### src/rtl/ipa_pkg.sv
// Types, codes and constants shared by the injector pulse accumulator.
package ipa_pkg;

    localparam int CFG_IDX_W  = 3;
    localparam int CFG_DATA_W = 16;

    localparam logic [1:0] CMD_PULSE = 2'd0;
    localparam logic [1:0] CMD_VOLT  = 2'd1;
    localparam logic [1:0] CMD_TICK  = 2'd2;

    localparam logic [CFG_IDX_W-1:0] REG_BASE  = 3'd0;
    localparam logic [CFG_IDX_W-1:0] REG_SLOPE = 3'd1;
    localparam logic [CFG_IDX_W-1:0] REG_MAX   = 3'd2;
    localparam logic [CFG_IDX_W-1:0] REG_FLOOR = 3'd3;
    localparam logic [CFG_IDX_W-1:0] REG_CEIL  = 3'd4;

    localparam logic [10:0] BASE_RESET      = 11'd750;
    localparam logic [9:0]  SLOPE_RESET     = 10'd120;
    localparam logic [15:0] MAX_RESET       = 16'd50000;
    localparam logic [10:0] FLOOR_RESET     = 11'd400;
    localparam logic [10:0] CEIL_RESET      = 11'd1500;
    localparam logic [10:0] DEAD_TIME_RESET = 11'd774;

    localparam logic [14:0] V_MIN_MV = 15'd10000;
    localparam logic [14:0] V_MAX_MV = 15'd15000;
    localparam logic [14:0] V_REF_MV = 15'd14000;

    // floor(x / 1000) == (x * RECIP_1000) >> 31, exact for x below 2^21
    localparam logic [21:0] RECIP_1000 = 22'd2147484;

    typedef struct packed {
        logic [1:0]  cmd;
        logic        pulse_level;
        logic [15:0] pulse_width_us;
        logic [14:0] bus_millivolts;
    } t_in_item;

    typedef struct packed {
        logic [31:0] period_open_us;
        logic [15:0] period_pulses;
        logic [31:0] missed_total;
        logic [10:0] dead_time_now;
    } t_out_item;

    typedef struct packed {
        logic [CFG_IDX_W-1:0]  index;
        logic [CFG_DATA_W-1:0] value;
    } t_cfg_write;

endpackage

### src/rtl/ipa_chan_if.sv
// Valid/ready channel interface carrying one payload.
interface ipa_chan_if #(parameter type t_payload = logic);
    logic     valid;
    logic     ready;
    t_payload data;

    modport source (output valid, output data, input ready);
    modport sink   (input valid, input data, output ready);
endinterface

### src/rtl/injector_pulse_accumulator.sv
// Injector pulse accumulator: dead time latch, period open-time totals, missed count.
//
//  channel | dir | payload                                              | transfer
//  i_in    | in  | cmd, pulse_level, pulse_width_us, bus_millivolts     | valid & ready
//  o_out   | out | period_open_us, period_pulses, missed_total,         | valid & ready
//          |     | dead_time_now (one per period tick)                  |
//  i_cfg   | in  | index, value (register write)                        | valid & ready
//
// One item per cycle unless a tick stalls stage 2; stage 2 registers each tick's result.
// Stage 1 forms the voltage product, stage 2 divides by 1000, clamps and updates the totals.
// A tick stalls stage 2 only while the output register holds an untaken result.
// Reset is synchronous; registers and totals return to their defaults.
module injector_pulse_accumulator (
    input  logic       i_clk,
    input  logic       i_rst_n,
    ipa_chan_if.sink   i_in,
    ipa_chan_if.source o_out,
    ipa_chan_if.sink   i_cfg
);

    logic [10:0] r_base;
    logic [9:0]  r_slope;
    logic [15:0] r_max;
    logic [10:0] r_floor;
    logic [10:0] r_ceil;

    logic [10:0] r_dead_time;
    logic [31:0] r_open_sum;
    logic [15:0] r_pulse_cnt;
    logic [31:0] r_missed;

    logic            r_s1_valid;
    ipa_pkg::t_in_item r_s1_item;
    logic            r_s2_valid;
    ipa_pkg::t_in_item r_s2_item;
    logic signed [26:0] r_s2_x;

    logic              r_out_valid;
    ipa_pkg::t_out_item r_out_data;

    logic s2_go;
    logic s2_free;
    logic s1_free;

    // stage 1: x = base*1000 + (14000 - v)*slope
    logic [14:0]        v_clamp;
    logic signed [15:0] v_diff;
    logic signed [26:0] v_prod;
    logic [20:0]        base_k;
    logic signed [26:0] n_x;

    // stage 2
    logic [20:0] lo_k;
    logic [20:0] hi_k;
    logic [42:0] q_prod;
    logic [10:0] q_dt;
    logic [10:0] n_dead_time;
    logic        pulse_open;
    logic        pulse_good;
    logic        pulse_miss;
    logic [15:0] corr;
    logic [32:0] sum_ext;
    logic [31:0] n_open_sum;
    logic [15:0] n_pulse_cnt;
    logic [31:0] n_missed;

    assign s2_go   = r_s2_valid && ((r_s2_item.cmd != ipa_pkg::CMD_TICK) ||
                                    !r_out_valid || o_out.ready);
    assign s2_free = !r_s2_valid || s2_go;
    assign s1_free = !r_s1_valid || s2_free;

    assign i_in.ready  = s1_free;
    assign i_cfg.ready = 1'b1;
    assign o_out.valid = r_out_valid;
    assign o_out.data  = r_out_data;

    always_comb begin
        if (r_s1_item.bus_millivolts < ipa_pkg::V_MIN_MV) begin
            v_clamp = ipa_pkg::V_MIN_MV;
        end else if (r_s1_item.bus_millivolts > ipa_pkg::V_MAX_MV) begin
            v_clamp = ipa_pkg::V_MAX_MV;
        end else begin
            v_clamp = r_s1_item.bus_millivolts;
        end
    end

    assign v_diff = $signed({1'b0, ipa_pkg::V_REF_MV}) - $signed({1'b0, v_clamp});
    assign v_prod = 27'(v_diff * $signed({1'b0, r_slope}));
    assign base_k = {10'b0, r_base} * 21'd1000;
    assign n_x    = $signed({6'b0, base_k}) + v_prod;

    assign lo_k   = {10'b0, r_floor} * 21'd1000;
    assign hi_k   = {10'b0, r_ceil} * 21'd1000;
    assign q_prod = {22'b0, r_s2_x[20:0]} * {21'b0, ipa_pkg::RECIP_1000};
    assign q_dt   = q_prod[41:31];

    always_comb begin
        if (r_s2_x < $signed({6'b0, lo_k})) begin
            n_dead_time = r_floor;
        end else if (r_s2_x > $signed({6'b0, hi_k})) begin
            n_dead_time = r_ceil;
        end else begin
            n_dead_time = q_dt;
        end
    end

    assign pulse_open = (r_s2_item.cmd == ipa_pkg::CMD_PULSE) && !r_s2_item.pulse_level &&
                        (r_s2_item.pulse_width_us != 16'd0);
    assign pulse_good = pulse_open && (r_s2_item.pulse_width_us > {5'b0, r_dead_time}) &&
                        (r_s2_item.pulse_width_us < r_max);
    assign pulse_miss = pulse_open && (r_s2_item.pulse_width_us >= r_max);

    assign corr    = r_s2_item.pulse_width_us - {5'b0, r_dead_time};
    assign sum_ext = {1'b0, r_open_sum} + {17'b0, corr};

    assign n_open_sum  = sum_ext[32] ? '1 : sum_ext[31:0];
    assign n_pulse_cnt = (r_pulse_cnt == '1) ? r_pulse_cnt : r_pulse_cnt + 16'd1;
    assign n_missed    = (r_missed == '1) ? r_missed : r_missed + 32'd1;

    always_ff @(posedge i_clk) begin
        if (!i_rst_n) begin
            r_base  <= ipa_pkg::BASE_RESET;
            r_slope <= ipa_pkg::SLOPE_RESET;
            r_max   <= ipa_pkg::MAX_RESET;
            r_floor <= ipa_pkg::FLOOR_RESET;
            r_ceil  <= ipa_pkg::CEIL_RESET;
        end else if (i_cfg.valid) begin
            unique case (i_cfg.data.index)
                ipa_pkg::REG_BASE:  r_base  <= i_cfg.data.value[10:0];
                ipa_pkg::REG_SLOPE: r_slope <= i_cfg.data.value[9:0];
                ipa_pkg::REG_MAX:   r_max   <= i_cfg.data.value;
                ipa_pkg::REG_FLOOR: r_floor <= i_cfg.data.value[10:0];
                ipa_pkg::REG_CEIL:  r_ceil  <= i_cfg.data.value[10:0];
                default: ;
            endcase
        end
    end

    always_ff @(posedge i_clk) begin
        if (!i_rst_n) begin
            r_s1_valid <= 1'b0;
            r_s2_valid <= 1'b0;
        end else begin
            if (s1_free) begin
                r_s1_valid <= i_in.valid;
            end
            if (s2_free) begin
                r_s2_valid <= r_s1_valid;
            end
        end
    end

    always_ff @(posedge i_clk) begin
        if (s1_free) begin
            r_s1_item <= i_in.data;
        end
        if (s2_free) begin
            r_s2_item <= r_s1_item;
            r_s2_x    <= n_x;
        end
    end

    always_ff @(posedge i_clk) begin
        if (!i_rst_n) begin
            r_dead_time <= ipa_pkg::DEAD_TIME_RESET;
            r_open_sum  <= '0;
            r_pulse_cnt <= '0;
            r_missed    <= '0;
        end else if (s2_go) begin
            priority if (r_s2_item.cmd == ipa_pkg::CMD_VOLT) begin
                r_dead_time <= n_dead_time;
            end else if (r_s2_item.cmd == ipa_pkg::CMD_TICK) begin
                r_open_sum  <= '0;
                r_pulse_cnt <= '0;
            end else if (pulse_good) begin
                r_open_sum  <= n_open_sum;
                r_pulse_cnt <= n_pulse_cnt;
            end else if (pulse_miss) begin
                r_missed <= n_missed;
            end else begin
                r_missed <= r_missed;
            end
        end
    end

    always_ff @(posedge i_clk) begin
        if (!i_rst_n) begin
            r_out_valid <= 1'b0;
        end else if (s2_go && (r_s2_item.cmd == ipa_pkg::CMD_TICK)) begin
            r_out_valid <= 1'b1;
        end else if (o_out.ready) begin
            r_out_valid <= 1'b0;
        end
    end

    always_ff @(posedge i_clk) begin
        if (s2_go && (r_s2_item.cmd == ipa_pkg::CMD_TICK)) begin
            r_out_data.period_open_us <= r_open_sum;
            r_out_data.period_pulses  <= r_pulse_cnt;
            r_out_data.missed_total   <= r_missed;
            r_out_data.dead_time_now  <= r_dead_time;
        end
    end

    a_tick_loads_result: assert property (@(posedge i_clk) disable iff (!i_rst_n)
        s2_go && (r_s2_item.cmd == ipa_pkg::CMD_TICK) |=> r_out_valid)
        else $error("tick left stage 2 without a result");

    a_tick_clears_period: assert property (@(posedge i_clk) disable iff (!i_rst_n)
        s2_go && (r_s2_item.cmd == ipa_pkg::CMD_TICK) |=>
        (r_open_sum == 32'd0) && (r_pulse_cnt == 16'd0))
        else $error("period totals not cleared after tick");

    a_missed_monotonic: assert property (@(posedge i_clk) disable iff (!i_rst_n)
        $past(i_rst_n) |-> (r_missed >= $past(r_missed)))
        else $error("missed count decreased");

    a_stall_needs_item: assert property (@(posedge i_clk) disable iff (!i_rst_n)
        !i_in.ready |-> (r_s1_valid && r_s2_valid && r_out_valid))
        else $error("input stalled with a free stage");

endmodule

### src/flat_wrapper.sv
// flat-port wrapper written by rule: the top's interface ports become plain ports
module injector_pulse_accumulator_flat 
  (i_clk, i_rst_n, i_in_valid, i_in_data, i_in_ready, o_out_valid, o_out_data, o_out_ready, i_cfg_valid, i_cfg_data, i_cfg_ready);
  ipa_chan_if #(.t_payload(ipa_pkg::t_in_item)) i_in_i ();
  ipa_chan_if #(.t_payload(ipa_pkg::t_out_item)) o_out_i ();
  ipa_chan_if #(.t_payload(ipa_pkg::t_cfg_write)) i_cfg_i ();
  input  logic i_clk;
  input  logic i_rst_n;
  input wire logic [$bits(i_in_i.valid)-1:0] i_in_valid;
  input wire logic [$bits(i_in_i.data)-1:0] i_in_data;
  output wire logic [$bits(i_in_i.ready)-1:0] i_in_ready;
  output wire logic [$bits(o_out_i.valid)-1:0] o_out_valid;
  output wire logic [$bits(o_out_i.data)-1:0] o_out_data;
  input wire logic [$bits(o_out_i.ready)-1:0] o_out_ready;
  input wire logic [$bits(i_cfg_i.valid)-1:0] i_cfg_valid;
  input wire logic [$bits(i_cfg_i.data)-1:0] i_cfg_data;
  output wire logic [$bits(i_cfg_i.ready)-1:0] i_cfg_ready;
  assign i_in_i.valid = i_in_valid;
  assign i_in_i.data = i_in_data;
  assign i_in_ready = i_in_i.ready;
  assign o_out_valid = o_out_i.valid;
  assign o_out_data = o_out_i.data;
  assign o_out_i.ready = o_out_ready;
  assign i_cfg_i.valid = i_cfg_valid;
  assign i_cfg_i.data = i_cfg_data;
  assign i_cfg_ready = i_cfg_i.ready;
  injector_pulse_accumulator u_core (.i_clk(i_clk), .i_rst_n(i_rst_n), .i_in(i_in_i), .o_out(o_out_i), .i_cfg(i_cfg_i));
endmodule
### config.mk
export PLATFORM = sky130hd
export DESIGN_NAME = injector_pulse_accumulator_flat
export DESIGN_NICKNAME = d
export VERILOG_FILES = /design/src/rtl/ipa_pkg.sv /design/src/rtl/ipa_chan_if.sv /design/src/rtl/injector_pulse_accumulator.sv /design/src/flat_wrapper.sv
export SDC_FILE = /design/constraint.sdc
export NUM_CORES = 2
export LEC_CHECK = 0
export BUFFER_PORTS_ARGS = -buffer_cell sky130_fd_sc_hd__buf_2
export CAP_MARGIN = 20
export CORE_MARGIN = 8
export CORE_UTILIZATION = 40
export CTS_CLUSTER_DIAMETER = 80
export DETAILED_ROUTE_END_ITERATION = 10
export PLACE_DENSITY_LB_ADDON = 0.1
export SLEW_MARGIN = 20
export SYNTH_ARGS = -nofsm -noshare
export SYNTH_HDL_FRONTEND = slang
export SYNTH_SLANG_ARGS = --single-unit
export TNS_END_PERCENT = 30
### constraint.sdc
create_clock -name i_clk -period 7.8 [get_ports i_clk]
set_clock_uncertainty 0.2 [all_clocks]
set_input_delay 1.56 -clock i_clk [delete_from_list [all_inputs] [get_ports i_clk]]
set_output_delay 1.56 -clock i_clk [all_outputs]
set_load 0.005 [all_outputs]
## Word level (Yosys, flattened, before mapping)

Index checks and enable logic that the tools add are counted.

| word-level totals | value |
|---|---|
| word-level logic and storage cells | 97 |
| flip-flop bits (word level) | 324 |
| output and inout bits | 94 |
| input port bits | 58 |

| cells by class | value |
|---|---|
| $add $sub $neg | 6 |
| $mul | 5 |
| eq/ne operators | 10 |
| reduce and logical (&&, ||, !) cells | 29 |
| mux-type cells | 12 |
| magnitude comparators | 7 |
| bitwise operators | 4 |

Operators with widths:

| kind | count |
|---|---|
| $mux 32 | 3 |
| $mul 11x7->18 const B | 3 |
| $mux 16 | 3 |
| $mul 21x20->40 const B | 1 |
| $add 32x16->33 | 1 |
| $add 32x1->32 const B | 1 |
| $eq 32x32->1 const B | 1 |
| $mux 15 | 2 |
| $add 22x27->27 | 1 |
| $gt 27x22->1 | 1 |
| $lt 27x22->1 | 1 |
| $mul 16x11->27 | 1 |
| $mux 11 | 2 |
| $add 16x1->16 const B | 1 |
| $eq 16x16->1 const B | 1 |
| $ge 16x16->1 | 1 |
| $gt 16x11->1 | 1 |
| $lt 16x16->1 | 1 |
| $reduce_bool 16->1 | 1 |
| $sub 14x15->16 const A | 1 |
| $sub 16x11->16 | 1 |
| $gt 15x14->1 const B | 1 |
| $lt 15x14->1 const B | 1 |
| $reduce_and 2->1 | 6 |
| 17 further kinds | 36 |

## Logic depth before layout (Yosys ltp)

| logic depth | value |
|---|---|
| depth after elaboration | 7 |
| depth in mapped cells | 35 |
| mapped depth without buffers | 32 |

## Least setup slack after synthesis

OpenSTA, ideal clock, no wires.

| timing path | value |
|---|---|
| path type | flip-flop to flip-flop |
| start point | register u_core.r_s1_item[6] (netlist bit) |
| end point | register u_core.r_s2_x[23], data pin |
| stages on the path, launching flop included | 31 |
| path buffers | 2 |
| setup time | 0.263 ns |
| data required time | 7.337 ns |
| arrival | 7.902 ns |
| period minus slack after synthesis | 8.365 ns |
| setup slack | -0.565 ns |
| cells stage by stage | edfxtp_1 buf_2 or2_1 or3b_1 or4_4 nand2_1 and3_1 clkbuf_1 inv_1 ha_1 nand2b_1 a2111oi_2 a211oi_4 nand2_2 xor2_1 nand2_1 fa_1 fa_1 inv_1 fa_1 fa_1 inv_1 fa_1 inv_1 ha_1 or4_1 o22ai_1 o2111ai_1 a31oi_1 o21a_1 a31oi_1 |

| between the ends | value |
|---|---|
| word-level cells in the longest chain between the ends | 6 |
| elaborated cells on any way between the ends | 7 |
| classes of those cells | add/sub (2); mul (1); order compare (2); mux (2) |

RTL lines:

| element | line | text |
|---|---|---|
| start, declared | injector_pulse_accumulator.sv:33 | `ipa_pkg::t_in_item r_s1_item;` |
| start signal, assigned | injector_pulse_accumulator.sv:155 | `r_s1_item <= i_in.data;` |
| $gt 15x14->1 | injector_pulse_accumulator.sv:80 | `end else if (r_s1_item.bus_millivolts > ipa_pkg::V_MAX_MV) begin` |
| $mux 15 | injector_pulse_accumulator.sv:80 |  |
| $mux 15 (*) | injector_pulse_accumulator.sv:78 | `if (r_s1_item.bus_millivolts < ipa_pkg::V_MIN_MV) begin` |
| $sub 14x15->16 (*) | injector_pulse_accumulator.sv:87 | `assign v_diff = $signed({1'b0, ipa_pkg::V_REF_MV}) - $signed({1'b0, v_clamp});` |
| $mul 16x11->27 (*) | injector_pulse_accumulator.sv:88 | `assign v_prod = 27'(v_diff * $signed({1'b0, r_slope}));` |
| $add 22x27->27 (*) | injector_pulse_accumulator.sv:90 | `assign n_x = $signed({6'b0, base_k}) + v_prod;` |
| via u_core.n_x[23] | injector_pulse_accumulator.sv:50 | `logic signed [26:0] n_x;` |
| end signal, assigned | injector_pulse_accumulator.sv:159 | `r_s2_x <= n_x;` |
| end, declared | injector_pulse_accumulator.sv:36 | `logic signed [26:0] r_s2_x;` |

The timed path passes the listed nets; every way through them passes the cells marked *.
A chain may end at the register's enable or synchronous reset.

## Final worst setup path

| timing path | value |
|---|---|
| start point | register u_core.r_base[1] |
| end point | register u_core.r_s2_x[25], data pin |

| between the ends | value |
|---|---|
| word-level cells in the longest chain between the ends | 2 |

RTL lines:

| element | line | text |
|---|---|---|
| start, declared | injector_pulse_accumulator.sv:21 | `logic [10:0] r_base;` |
| start signal, assigned | injector_pulse_accumulator.sv:122 | `r_base <= ipa_pkg::BASE_RESET;` |
| start signal, assigned | injector_pulse_accumulator.sv:129 | `ipa_pkg::REG_BASE: r_base <= i_cfg.data.value[10:0];` |
| $mul 11x7->18 | injector_pulse_accumulator.sv:89 | `assign base_k = {10'b0, r_base} * 21'd1000;` |
| $add 22x27->27 | injector_pulse_accumulator.sv:90 |  |
| via u_core.n_x[25] | injector_pulse_accumulator.sv:50 |  |

The timed path passes the listed nets, and every way through them passes these cells.

==> results.yml <==
routing:
  wl_per_cell_um: 18.7
  route.met2.wl_um: 42500
  vias: 24800
  drt_iter0_markers: 1332
  ant_nets: 0
  drcViolationCount: 0
  maxUsedRoutingLayer: "met4"
  via_per_inst: 5.27
  finalWirelength_um: 88200
  drt-pass1-iter-count: 5
  wl_met3_um: 3100
  drt-met1-wl_um: 41100
clocking:
  htree_num_levels: 2
  clock-root-buffer: "clkbuf_16"
  numCtsBuffers: 38
  clk_latency_ps: 570
  ctsHoldBuffers: 0
  cts_tree: "done"
  clk_pin_slew_ps: 60
  clk_path_buf_depth: 3
  cts.sinks: 324
sta:
  post-route-period-util: 0.988
  slew-limit-headroom: 0.283
  maxSlewViolCount: 0
  tightest_slew_ps: 1080
  setup_viol: 0
  hold_viol: 0
  fmax_mhz: 130
  rsz0062_at_grt: "yes"
  fin_crit_ps: 7710
yosys:
  ys.flop_type: "edfxtp_1"
  synth_cell_type_count: 83
  synth_nets: 4227
  ys_ff_latch: 324
  avgSynthCellArea_um2: 9.67
  syn_area_um2: 32500
  syn_inst: 3365
  async_reset_ff_frac: 0
  synth-edff-count: 171
  yosys.area.top_type_share: 0.220
  yosysWarnings: 0
  synth_area_leaders: "fa_1 (22%), ha_1 (17%), edfxtp_1 (16%), dfxtp_1 (9.4%), inv_1 (6.8%)"
  synth_area_leader_cell: "fa_1"
  seq_area_frac_synth: 0.252
die:
  dieArea_um2: 90800
  start_util: 0.404
  ioPinCount: 152
  num_rows: 104
  die_w_um: 301
  coreArea_um2: 80500
  die_h_um: 301
placement:
  finalWeightedCongestion: 0.887
  port_buffers: 150
  hpwl_um: 71600
finish:
  mostFrequentLayoutCells: "inv_1 (567), ha_1 (433), fa_1 (352)"
  mostFrequentLayoutCell: "inv_1"
  fin_nets: 4488
  syn2layout_area_growth_pct: 14.6
  drive_gt1_frac: 0.134
  n_antenna_cell: 0
  final_util: 0.463
  fillCellCount: 7596
worst_setup_path:
  crit_path_max_fanout: 3
  cp-end-kind: "flop"
  crit_arrival_ps: 7800
  critPathKind: "reg -> reg"
  cpMaxStageDelayCell: "fa_1"
  start_kind: "flop"
  cp_slowest_stage_delay_ps: 550
  cp_common_cell: "fa_1"
  required_ps: 7900
run:
  drv_cap: 0
hold_path:
  hold_class: "reg -> reg"
global_route:
  grt_pass1_vias: 26000
  grt_overflow_total: 0
  grt_max_degree: 62
  grt_pass1_wl_um: 142000
  grt_usage: 0.193
  antenna_found_initial: 1
run_status:
  run_status: "complete, no violations"
-- cell usage after synthesis, drive strengths merged, types with 30 or more instances --
master  number
o21ai      120
fa         358
dfxtp      153
edfxtp     171
a21o        44
clkbuf      71
or3         30
nand3       82
nor3        55
xnor2       65
inv        588
ha         446
xor2        48
nor2       118
nand4       43
a21oi      180
and3        41
o211ai      33
and2        81
nand2      317
-- worst paths after layout --
kind | endpoint | startpoint | slack (ps) | cells past startpoint
worst min-delay path | u_core.r_s2_item[18] | u_core.r_s1_item[18] | 220 | 0
worst max register to register | u_core.r_s2_x[25] | u_core.r_base[1] | 90 | 30
worst max-delay path | u_core.r_s2_x[25] | u_core.r_base[1] | 90 | 30
worst min register to register | u_core.r_s2_item[18] | u_core.r_s1_item[18] | 220 | 0
-- stage by stage --
step / instance area, um2 / hold slack [ps] / cells / TNS, ps / worst slack [ps]
2_1_floorplan: 32700 / 200 / 3365 / -13.6 / -13.6
3_3_place_gp: 35400 / 208 / 4620 / -878 / -238
3_5_place_dp: 35500 / 206 / 4621 / -1780 / -341
4_1_cts: 37100 / 219 / 4713 / 0 / 3.70
5_1_grt: 37300 / 228 / 4715 / -1460 / -228
6_report: 37300 / 218 / 4715 / 0 / 94.7
-- worst max-delay path, delay by kind of cell (launching register included) --
kind | cells | cell delay (ps)
buf+inv | 6 | 350
simple gates | 7 | 780
fa+ha+maj | 10 | 4380
flops | 1 | 340
compound gates | 7 | 1380
-- logic make-up after synthesis --
family / count (synthesis) / synth area share
xor gates and xnor gates: 113 / 0.0304
muxes: 2 / 0.000615
other: 1 / 0.000115
AOI/OAI and AO/OA: 574 / 0.114
adders and majority gates: 804 / 0.392
DFF: 324 / 0.252
and+or+nand+nor: 879 / 0.134
buffers and inverters: 668 / 0.0773
-- area by class of cell --
| class | count | area, um2 | area share |
|---|---|---|---|
| Multi-Input combinational cell | 2373 | 22300 | 0.599 |
| Sequential cell | 324 | 8210 | 0.220 |
| Inverter | 588 | 2210 | 0.0592 |
| Timing Repair Buffer | 301 | 1920 | 0.0515 |
| Tap cell | 1060 | 1330 | 0.0356 |
| Clock buffer | 47 | 1030 | 0.0275 |
| Clock inverter | 22 | 283 | 0.00758 |
-- registers in the layout, summed over array words and instances, names as in the netlist, 10 cells and up --
| name | cells |
|---|---|
| u_core.r_ceil | 11 |
| u_core.r_base | 11 |
| u_core.r_s2_item | 19 |
| u_core.r_floor | 11 |
| u_core.r_pulse_cnt | 16 |
| u_core.r_max | 16 |
| u_core.r_s2_x | 27 |
| u_core.r_s1_item | 34 |
| u_core.r_open_sum | 32 |
| u_core.r_dead_time | 11 |
| u_core.r_missed | 32 |
| u_core.o_out.data | 91 |
| u_core.r_slope | 10 |
-- layer usage --
layer  GRT usage  vias up
met1       0.265    12300
met4      0.0366        0
li1            -    11900
met3      0.0204       98
met5           0        -
met2       0.330      466
-- repair_timing --
item | CTS | global route
setup buffers | 25 | 2
resized for setup | 55 | 34
pin swaps | 74 | 48
endpoints found under the setup margin | 11 | 12
Power is not shown: default switching activity piles up to over one toggle a cycle in this logic, so the estimate is an artifact.
